--- config.mk ---
export PLATFORM = sky130hd
export DESIGN_NAME = pfde_ctrl
export DESIGN_NICKNAME = d
export VERILOG_FILES = /design/src/hdl/pfde_pkg.sv /design/src/hdl/pfde_ctrl.sv
export SDC_FILE = /design/constraint.sdc
export NUM_CORES = 1
export LEC_CHECK = 0
export ABC_AREA = 1
export BUFFER_PORTS_ARGS = -buffer_cell sky130_fd_sc_hd__buf_2
export CAP_MARGIN = 20
export CORE_AREA = 2 2 39 41
export DETAILED_ROUTE_END_ITERATION = 6
export DIE_AREA = 0 0 41 43
export HOLD_SLACK_MARGIN = 0.15
export PLACE_DENSITY_LB_ADDON = 0.3
export SLEW_MARGIN = 25
export SYNTH_ARGS = -nofsm -noshare
export SYNTH_HDL_FRONTEND = slang
export SYNTH_SLANG_ARGS = --single-unit
--- constraint.sdc ---
create_clock -name clk_i -period 1.9 [get_ports clk_i]
set_input_delay 0.095 -clock clk_i [delete_from_list [all_inputs] [get_ports clk_i]]
set_output_delay 0.095 -clock clk_i [all_outputs]
set_load 0.01 [all_outputs]
--- src/hdl/pfde_pkg.sv ---
// ----------------------------------------------------------------------------
// pfde_pkg
// types, constants and codes shared by the page frame buffer draw engine
// ----------------------------------------------------------------------------
package pfde_pkg;

  localparam int unsigned SCREEN_WIDTH_DEF  = 128;
  localparam int unsigned SCREEN_HEIGHT_DEF = 64;
  localparam int unsigned STORE_DEPTH       = 1024;
  localparam int unsigned ADDR_W            = 10;

  typedef enum logic [2:0] {
    CMD_PIXEL  = 3'd0,
    CMD_HRUN   = 3'd1,
    CMD_VRUN   = 3'd2,
    CMD_RDPIX  = 3'd3,
    CMD_RDBYTE = 3'd4,
    CMD_CLEAR  = 3'd5,
    CMD_RSV6   = 3'd6,
    CMD_RSV7   = 3'd7
  } cmd_e;

  typedef enum logic [1:0] {
    INK_CLEAR  = 2'd0,
    INK_SET    = 2'd1,
    INK_INVERT = 2'd2,
    INK_NONE   = 2'd3
  } ink_e;

  typedef enum logic [2:0] {
    ST_IDLE,
    ST_SETUP,
    ST_READ,
    ST_WRITE,
    ST_CLEAR,
    ST_RESULT
  } state_e;

  // controller to datapath
  typedef struct packed {
    logic load;      // capture request and decode
    logic rd;        // issue memory read at current address
    logic wr;        // write modified byte back
    logic step;      // advance run address
    logic clr_init;  // reset sweep address
    logic clr_wr;    // write zero at sweep address
    logic res_load;  // capture result
  } ctrl_t;

  // datapath to controller
  typedef struct packed {
    logic is_write;  // request touches memory with read-modify-write
    logic is_read;   // request returns a result
    logic is_clear;
    logic has_work;  // at least one byte to touch
    logic last;      // current byte is the last one
    logic clr_last;
  } stat_t;

  function automatic logic [7:0] apply_ink(logic [7:0] b, logic [7:0] m, logic [1:0] ink);
    logic [7:0] r;
    r = b;
    unique case (ink)
      INK_SET:    r = b | m;
      INK_CLEAR:  r = b & ~m;
      INK_INVERT: r = b ^ m;
      default:    r = b;
    endcase
    return r;
  endfunction

endpackage

--- src/hdl/pfde_ctrl.sv ---
// ----------------------------------------------------------------------------
// pfde_ctrl
// sequencer for request decode, read-modify-write, clear and result hand-off
// ----------------------------------------------------------------------------
module pfde_ctrl (
  input  logic             clk_i,
  input  logic             rst_ni,
  input  logic             in_valid_i,
  output logic             in_ready_o,
  output logic             out_valid_o,
  input  logic             out_ready_i,
  input  pfde_pkg::stat_t  stat_i,
  output pfde_pkg::ctrl_t  ctrl_o
);

  pfde_pkg::state_e state_q, state_d;

  always_ff @(posedge clk_i or negedge rst_ni) begin
    if (!rst_ni) state_q <= pfde_pkg::ST_CLEAR;
    else         state_q <= state_d;
  end

  always_comb begin
    state_d = state_q;
    unique case (state_q)
      pfde_pkg::ST_IDLE:  if (in_valid_i) state_d = pfde_pkg::ST_SETUP;
      pfde_pkg::ST_SETUP: begin
        priority if (stat_i.is_clear) state_d = pfde_pkg::ST_CLEAR;
        else if (stat_i.is_read) state_d = pfde_pkg::ST_READ;
        else if (stat_i.is_write && stat_i.has_work) state_d = pfde_pkg::ST_READ;
        else state_d = pfde_pkg::ST_IDLE;
      end
      pfde_pkg::ST_READ:  state_d = stat_i.is_read ? pfde_pkg::ST_RESULT : pfde_pkg::ST_WRITE;
      pfde_pkg::ST_WRITE: state_d = stat_i.last ? pfde_pkg::ST_IDLE : pfde_pkg::ST_READ;
      pfde_pkg::ST_CLEAR: if (stat_i.clr_last) state_d = pfde_pkg::ST_IDLE;
      pfde_pkg::ST_RESULT: if (out_ready_i) state_d = pfde_pkg::ST_IDLE;
      default: state_d = pfde_pkg::ST_IDLE;
    endcase
  end

  always_comb begin
    ctrl_o      = '0;
    in_ready_o  = 1'b0;
    out_valid_o = 1'b0;
    unique case (state_q)
      pfde_pkg::ST_IDLE: begin
        in_ready_o  = 1'b1;
        ctrl_o.load = in_valid_i;
      end
      pfde_pkg::ST_SETUP: begin
        ctrl_o.rd       = 1'b1;
        ctrl_o.clr_init = stat_i.is_clear;
      end
      pfde_pkg::ST_READ: begin
        // fetch the run byte at the current, possibly stepped, address, or capture a read result
        ctrl_o.rd       = !stat_i.is_read;
        ctrl_o.res_load = stat_i.is_read;
      end
      pfde_pkg::ST_WRITE: begin
        ctrl_o.wr   = 1'b1;
        ctrl_o.step = !stat_i.last;
      end
      pfde_pkg::ST_CLEAR:  ctrl_o.clr_wr = 1'b1;
      pfde_pkg::ST_RESULT: out_valid_o = 1'b1;
      default: ;
    endcase
  end

endmodule

; ---- After elaboration in Yosys (flattened, before gate mapping)
; Cells that the tools add are included.
[op_classes]
n_eq_ne = 8
mux = 17
n_reduce_logical = 5
[op_table]
columns = cell, count
row1 = one-hot mux 3 bit (6 select lines), 1
row2 = 2-to-1 mux 3 bit, 5
row3 = 2-to-1 mux 2 bit, 4
row4 = == test 3 x 2 -> 1 bit (second input constant), 2
row5 = == test 3 bit (second input constant), 2
row6 = 2-to-1 mux 1 bit, 6
row7 = != test 2 bit (second input constant), 3
row8 = == test 3 x 1 -> 1 bit (second input constant), 1
row9 = zero test 3 bit, 1
row10 = AND reduction 3 bit, 1
row11 = zero test 1 bit, 2
row12 = one-hot mux 1 bit (2 select lines), 1
row13 = logical AND 1 bit, 1
[word_totals]
ff_bits = 3
in_bits = 10
out_inout_bits = 9

; ---- Logic depth before layout (Yosys ltp)
; Gate-level depths: netlist of run 1.
[logic_depth]
word_depth = 5
depth_mapped = 6

; ---- Least setup slack after synthesis of run 1
; OpenSTA, ideal clock, no wires.
[synth_path]
path_kind = reg-to-output
startpoint = register state_q[0]
endpoint = output ctrl_o[6] (netlist name)
arrival_ps = 900
required_time_ps = 1805
slack_ps = 905
path_stages_with_launch = 5
path_cell_list = dfrtp_1 > buf_6 > nor2_4 > inv_1 > nor3_1
[synth_lines]
columns = element, line
row1 = start: declaration, pfde_ctrl.sv:16  ; pfde_pkg::state_e state_q, state_d;
row2 = start signal: assignment, pfde_ctrl.sv:19  ; if (!rst_ni) state_q <= pfde_pkg::ST_CLEAR;
row3 = start signal: assignment, pfde_ctrl.sv:20  ; else state_q <= state_d;
row4 = end: declaration, pfde_ctrl.sv:13  ; output pfde_pkg::ctrl_t ctrl_o

==> results of run 1 <==
## cell type report
type	instances	area, um2	area share
multi-input combinational	28	131.4	0.3070
timing repair buffer	20	110.1	0.2573
sequential	3	76.32	0.1784
inverter	17	63.81	0.1491
clock buffer	4	26.28	0.06140
tap	16	20.02	0.04678
## worst paths after layout
path                                  start    endpoint  slack (ns)  cells past startpoint
worst max register to register   state_q[2]  state_q[1]        0.86                      5
worst min register to register   state_q[2]  state_q[0]        0.61                      2
worst max-delay path             state_q[2]   ctrl_o[2]        0.60                      4
max in group asynchronous            rst_ni  state_q[2]        1.49                      2
worst min-delay path            out_ready_i  state_q[2]        0.16                      4
min in group asynchronous            rst_ni  state_q[0]        0.21                      2
## cell families (layout without fill, tap and decap cells)
family | count (synthesis) | in the layout | share of synthesized area
buffers and inverters | 18 | 41 | 0.2655
flip-flops | 3 | 3 | 0.2699
AND/OR/NAND/NOR | 27 | 27 | 0.4469
AO/OA/AOI/OAI | 1 | 1 | 0.01768
## worst min-delay path, delay by kind of cell
| kind | cells | cell delay, ns |
|---|---|---|
| buffers and inverters | 1 | 0.08 |
| and+or+nand+nor | 3 | 0.20 |
## power groups by stage
stage                     Sequential [mW]  Clock [mW]  Combinational [mW]
after floorplan                     0.129           0               0.228
after global placement              0.155           0               0.279
after detailed placement            0.157           0               0.281
after CTS                           0.157       0.111               0.285
after global routing                0.165       0.122               0.326
final                               0.157       0.106               0.282
## cells in the final DEF, fill, tap and decap left out, drive strengths merged
| cell type | Yosys | final |
|---|---|---|
| dfstp | 1 | 1 |
| dlygate4sd3 | 0 | 2 |
| dfrtp | 2 | 2 |
| nor2 | 6 | 6 |
| clkbuf | 0 | 4 |
| inv | 17 | 17 |
| nand3 | 6 | 6 |
| nand4 | 3 | 3 |
| nand2 | 10 | 10 |
| a21oi | 1 | 1 |
| nor3 | 2 | 2 |
| buf | 1 | 18 |
## metal layers
layer / track usage / wire length (um) / share of wire / vias up
li1: - / - / - / 191
met1: 0.1097 / 307 / 0.45 / 152
met2: 0.1344 / 331 / 0.48 / 11
met3: 0.01571 / 46 / 0.067 / 0
met4: 0.08000 / 0 / 0 / 0
met5: 0 / 0 / 0 / -
## timing repair
item,CTS,global route
endpoints found under the hold margin,4,0
setup endpoints to repair,0,0
hold buffers,2,0
==> summary.txt, run 1 <==
Place
  – HPWL Detailed: 566.5 um
  – I/O Buffers: 18
  – Inst Count DP: roughly 80
  – Pre-CTS WS: 0.8389 ns
  – GP Congestion: 0.6826
  – Placed Instance Area: roughly 380 um2

CTS
  – Post-cts resize count: 0
  – CTS tree: done
  – CTS Buffer Depth: 2
  – Post-CTS Setup Bufs: 0
  – Worst skew pair latency: ~0.22 ns
  – CTS clock-pin slew for the worst setup and hold paths: approximately 0.030 ns
  – CTS root buffer: clkbuf_4
  – H-tree depth: 1
  – Clock Sinks: 3
  – Clock buffer count from CTS: 3

Setup path
  – Most used cell, CP: inv_1
  – Crit path max-delay cell type: dfstp_2
  – CP Cell Sequence: inv_1 > nand4_1 > inv_1 > buf_2
  – Crit path kind: register to output pin
  – Type of origin of the critical path: register
  – Bufs and invs on worst path: 3
  – CP top delay family: flip-flops
  – Critical path fanouts, max: 7
  – Req. time, crit path: between 1.5 and 2 ns
  – Critical path arrival: 1.20 ns
  – Largest stage delay on the critical path: roughly 0.6 ns
  – CP endpoint kind: output pin

Power and ir drop
  – Clk pwr share: 0.194
  – Worst vdd ir: between 0.0004 and 0.0005 V
  – PD cells: between 1000 and 1500 nW/um2
  – Switching power total: 0.2527 mW
  – Static Leakage: 0.3112 nW
  – Internal: about 0.3 mW
  – Sequential share of power: 0.288
  – Comb pwr share: 0.518
  – Switching Share: 0.4636
  – Total Power: 0.5450 mW

Detailed routing
  – Pre-antenna DRT Iters: 4
  – Average wire per standard cell: 7.784 um
  – Initial DRC count: 1
  – Final wirelength: 685 um
  – Vias: 354
  – DRC Markers: 0
  – Antenna viol nets, final: 0
  – DR vias/cell: 4.023

Logic synthesis
  – Dominant cell type by area after synthesis: inv_1
  – Seq/Total Area, Yosys: 0.2699
  – Syn_nets: 59
  – Synth top area cells: inv_1 21%, dfrtp_1 18%, nand2_1 13%, nand3_1 11%, dfstp_2 9.3%
  – Most frequent cells after synthesis: 16 x inv_1, 10 x nand2_1, 6 x nand3_1, 5 x nor2_1, 3 x nand4_1
  – #FFs+latches synth: 3
  – Fraction of registers with async set/reset: 1.000
  – Synth Instances: 49
  – Synthesized area: about 280 um2
  – Average size of a mapped cell: 5.771 um2
  – Yosys top cell area share: 0.2124
  – Number of synthesized flops with an enable pin: 0
  – Synth unique cells: 12
  – Most used DFF post-synth: dfrtp_1
  – Synth warnings: 0
  – Most common cell in the netlist: inv_1

STA
  – Setup TNS: 0 ns
  – Max-slew violations: 0
  – Worst slew pin tran: 0.2791 ns
  – Max_slew headroom: 0.8139
  – Achievable Freq: 772.0 MHz
  – Clock Skews: 0.0009910 ns
  – RSZ-0062 raised after global routing: no
  – Worst Hold Margin: 0.1563 ns
  – Endpoints failing setup: 0
  – Period utilization: 0.6817
  – Hold Vio Cnt, Final: 0
  – Final Critical Period: 1.295 ns
  – Worst Slack Setup Final: between 0.6 and 0.7 ns

Global routing
  – Largest net degree at the start of global routing: 9
  – GRT Total Usage: 0.09246
  – Initial antenna violation count: 0
  – Global route overflow: 0
  – First-pass GRT wire length: 1076 um
  – Number of global-route vias before repair: 292

Floorplanning
  – Die height: 43 um
  – Die W: 41 um
  – Rows: 14
  – Core Box Area: 1384 um2
  – Die ar.: about 1800 um2
  – Starting Density: 0.2043
  – IO Pins: 19

Finish
  – Fillers: 161
  – Layout Utilization: 0.3092
  – Finished Layout Cells: 88
  – NumNets Final: 83
  – Top flop regs: state_q: 3 flops
  – Area Growth Syn to Fin: 51.33%
  – Layout cell share with drive strength beyond 1: 0.3333
  – Largest register FFs: 3
  – Antenna cell count: 0
  – Top reg by flops: state_q
  – Final Cell Area: about 430 um2

Outcome
  – Run status: completed

Hold path
  – Worst Hold Class: input port to register

Job
  – Max-cap viol count: 0
(Power assumes the default switching activity.)
==> run 2, diff against run 1 <==
==> constraint.sdc (replaced) <==
create_clock -name clk_i -period 1.2 [get_ports clk_i]
set_input_delay 0.06 -clock clk_i [delete_from_list [all_inputs] [get_ports clk_i]]
set_output_delay 0.06 -clock clk_i [all_outputs]
set_load 0.01 [all_outputs]
==> run 2 against run 1 <==
Net effect:
- the run now ends with setup timing left
- clock power up 67%
- final cell count up 15%
- critical path depth unchanged
- core utilization up 9.7 points
- routed wire length up 36%
- final area up 31%
- via count up 18%
- largest cell class is now buffers
- largest power group unchanged
- highest routed layer is now met4
==> summary.txt, run 2 (synthesized netlist as in run 1, its figures left out) <==
STA
  – Period utilization: 1.024
  – Worst slew pin tran: 0.1662 ns
  – RSZ-0062 raised after global routing: yes
  – Hold Vio Cnt, Final: 0
  – Max-slew violations: 0
  – Max_slew headroom: 0.8890
  – Clock Skews: 0.006380 ns
  – Achievable Freq: around 800 MHz
  – Setup TNS: -0.1082 ns
  – Worst Slack Setup Final: -0.02868 ns
  – Final Critical Period: 1.229 ns
  – Endpoints failing setup: 6

Global routing
  – GRT met3 Usage: 0.04712
  – Number of global-route vias before repair: 337
  – Initial antenna violation count: 0
  – GRT Total Usage: 0.1126
  – GRT met2 Usage: 0.1531
  – Most crowded layer after global routing: met2
  – First-pass GRT wire length: 1269 um
  – Largest net degree at the start of global routing: 8
  – Global route overflow: 0
  – Grt met1 use: 0.1258

Detailed routing
  – Antenna viol nets, final: 0
  – Final wirelength: between 900 and 1000 um
  – Initial DRC count: 5
  – Vias: 416
  – DRC Markers: 0
  – Average wire per standard cell: around 9 um
  – Pre-antenna DRT Iters: 4
  – DR vias/cell: 4.119

Finish
  – NumNets Final: 96
  – Largest register FFs: 3
  – Top reg by flops: state_q
  – Area Growth Syn to Fin: 98.67%
  – Top flop regs: state_q: 3 flops
  – Layout Utilization: 0.4060
  – Final Cell Area: 561.8 um2
  – Commonest non-fill, non-tap cells in the layout: 18 x buf_2, 14 x inv_1, 10 x nand2_1
  – Commonest non-fill, non-tap cell in the layout: buf_2
  – Fillers: 162
  – Antenna cell count: 0
  – Layout cell share with drive strength beyond 1: 0.4588

Setup path
  – CP endpoint: ctrl_o[1]
  – Crit path kind: register to output pin
  – Req. time, crit path: 1.14 ns
  – Critical path arrival: 1.17 ns
  – Worst R2R Path Depth: 5
  – Reg-to-Reg Start: state_q[2]
  – Critical path fanouts, max: 5
  – Worst Setup SP: state_q[2]
  – R2r endpoint: state_q[0]
  – CP endpoint kind: output pin
  – Worst reg-to-reg setup slack: roughly 0.080 ns
  – Type of origin of the critical path: register

Place
  – I/O Buffers: 18
  – GP Congestion: 0.6844
  – HPWL Detailed: 585.9 um
  – Placed Instance Area: ~380 um2

CTS
  – Clock buffer count from CTS: 3
  – CTS root buffer: clkbuf_4
  – CTS Buffer Depth: 2
  – CTS clock-pin slew for the worst setup and hold paths: 0.04 ns
  – Worst skew pair latency: 0.23 ns
  – H-tree depth: 1
  – CTS tree: done
  – Clock Sinks: 3

Power and ir drop
  – Sequential share of power: 0.224
  – Clk pwr share: 0.163
  – Internal: 0.5960 mW
  – PD cells: 1923 nW/um2
  – Switching power total: between 0.4 and 0.5 mW
  – Switching Share: 0.4482
  – Static Leakage: 0.3689 nW
  – Worst vdd ir: 0.0005981 V
  – Comb pwr share: 0.612

Floorplanning
  – Starting Density: 0.2043
  – Rows: 14
  – IO Pins: 19
  – Die ar.: between 1500 and 2000 um2
  – Die W: between 40 and 50 um
  – Core Box Area: 1384 um2
  – Die height: approximately 43 um

Job
  – Max-cap viol count: 0

Hold path
  – Worst Hold Class: input port to register

Outcome
  – Failing checks: setup timing
  – Run status: finished with violations
run 2: cell count changes in the layout (fill, tap and decap cells not counted), sizes merged:
cell,change
buf,+7
dlygate4sd3,+6
run 2: area by class of cell:
| type | count | area [um2] | area share |
|---|---|---|---|
| clock buffer | 4 | 26.28 | 0.04677 |
| inverter | 17 | 63.81 | 0.1136 |
| sequential | 3 | 78.83 | 0.1403 |
| tap | 16 | 20.02 | 0.03563 |
| multi-input combinational | 28 | 150.1 | 0.2673 |
| timing repair buffer | 33 | 222.7 | 0.3964 |
run 2: stage by stage:
stage                     setup slack [ns]  power (mW)  cells  hold WS [ns]
after global routing              -0.09859       1.198    101        0.2474
final                             -0.02868       1.080    101        0.2090
after floorplan                     0.2312      0.5654     49       -0.2356
after global placement              0.1778      0.6955     82       -0.1410
after detailed placement            0.1673      0.6954     82       -0.1385
after CTS                         -0.02647      0.9686     98        0.2018
run 2: critical path, cell delays in order, from the launching register on:
cell,delay (ns)
dfstp_2,0.59
buf_4,0.14
nand2_1,0.04
inv_1,0.04
buf_2,0.11
run 2: worst min path at each step:
stage | from | endpoint | slack, ns | depth (start not counted)
3_5_place_dp | rst_ni | state_q[0] | -0.14 | 1
4_1_cts | in_valid_i | state_q[0] | 0.20 | 5
3_3_place_gp | rst_ni | state_q[0] | -0.14 | 1
6_report | stat_i[0] | state_q[2] | 0.21 | 6
5_1_grt | stat_i[0] | state_q[2] | 0.25 | 6
2_1_floorplan | rst_ni | state_q[0] | -0.24 | 0
run 2: layer usage:
metal	part of all wire	vias up
met5	0	-
met4	0.0096	0
met3	0.049	2
met2	0.52	11
met1	0.41	187
li1	-	216
run 2: repair_timing:
action | CTS | global route
gates cloned | 0 | 0
resized for setup | 3 | 5
hold buffers | 8 | 0
setup endpoints to repair | 6 | 9
setup buffers | 4 | 3
hold endpoints to repair | 6 | 0
run 2: power by group through the flow:
stage                     Clock (mW)  Combinational [mW]  Sequential [mW]
after global placement             0               0.447            0.248
after detailed placement           0               0.447            0.249
after global routing           0.204               0.745            0.249
after CTS                      0.181               0.547            0.240
after floorplan                    0               0.362            0.204
final                          0.177               0.661            0.242
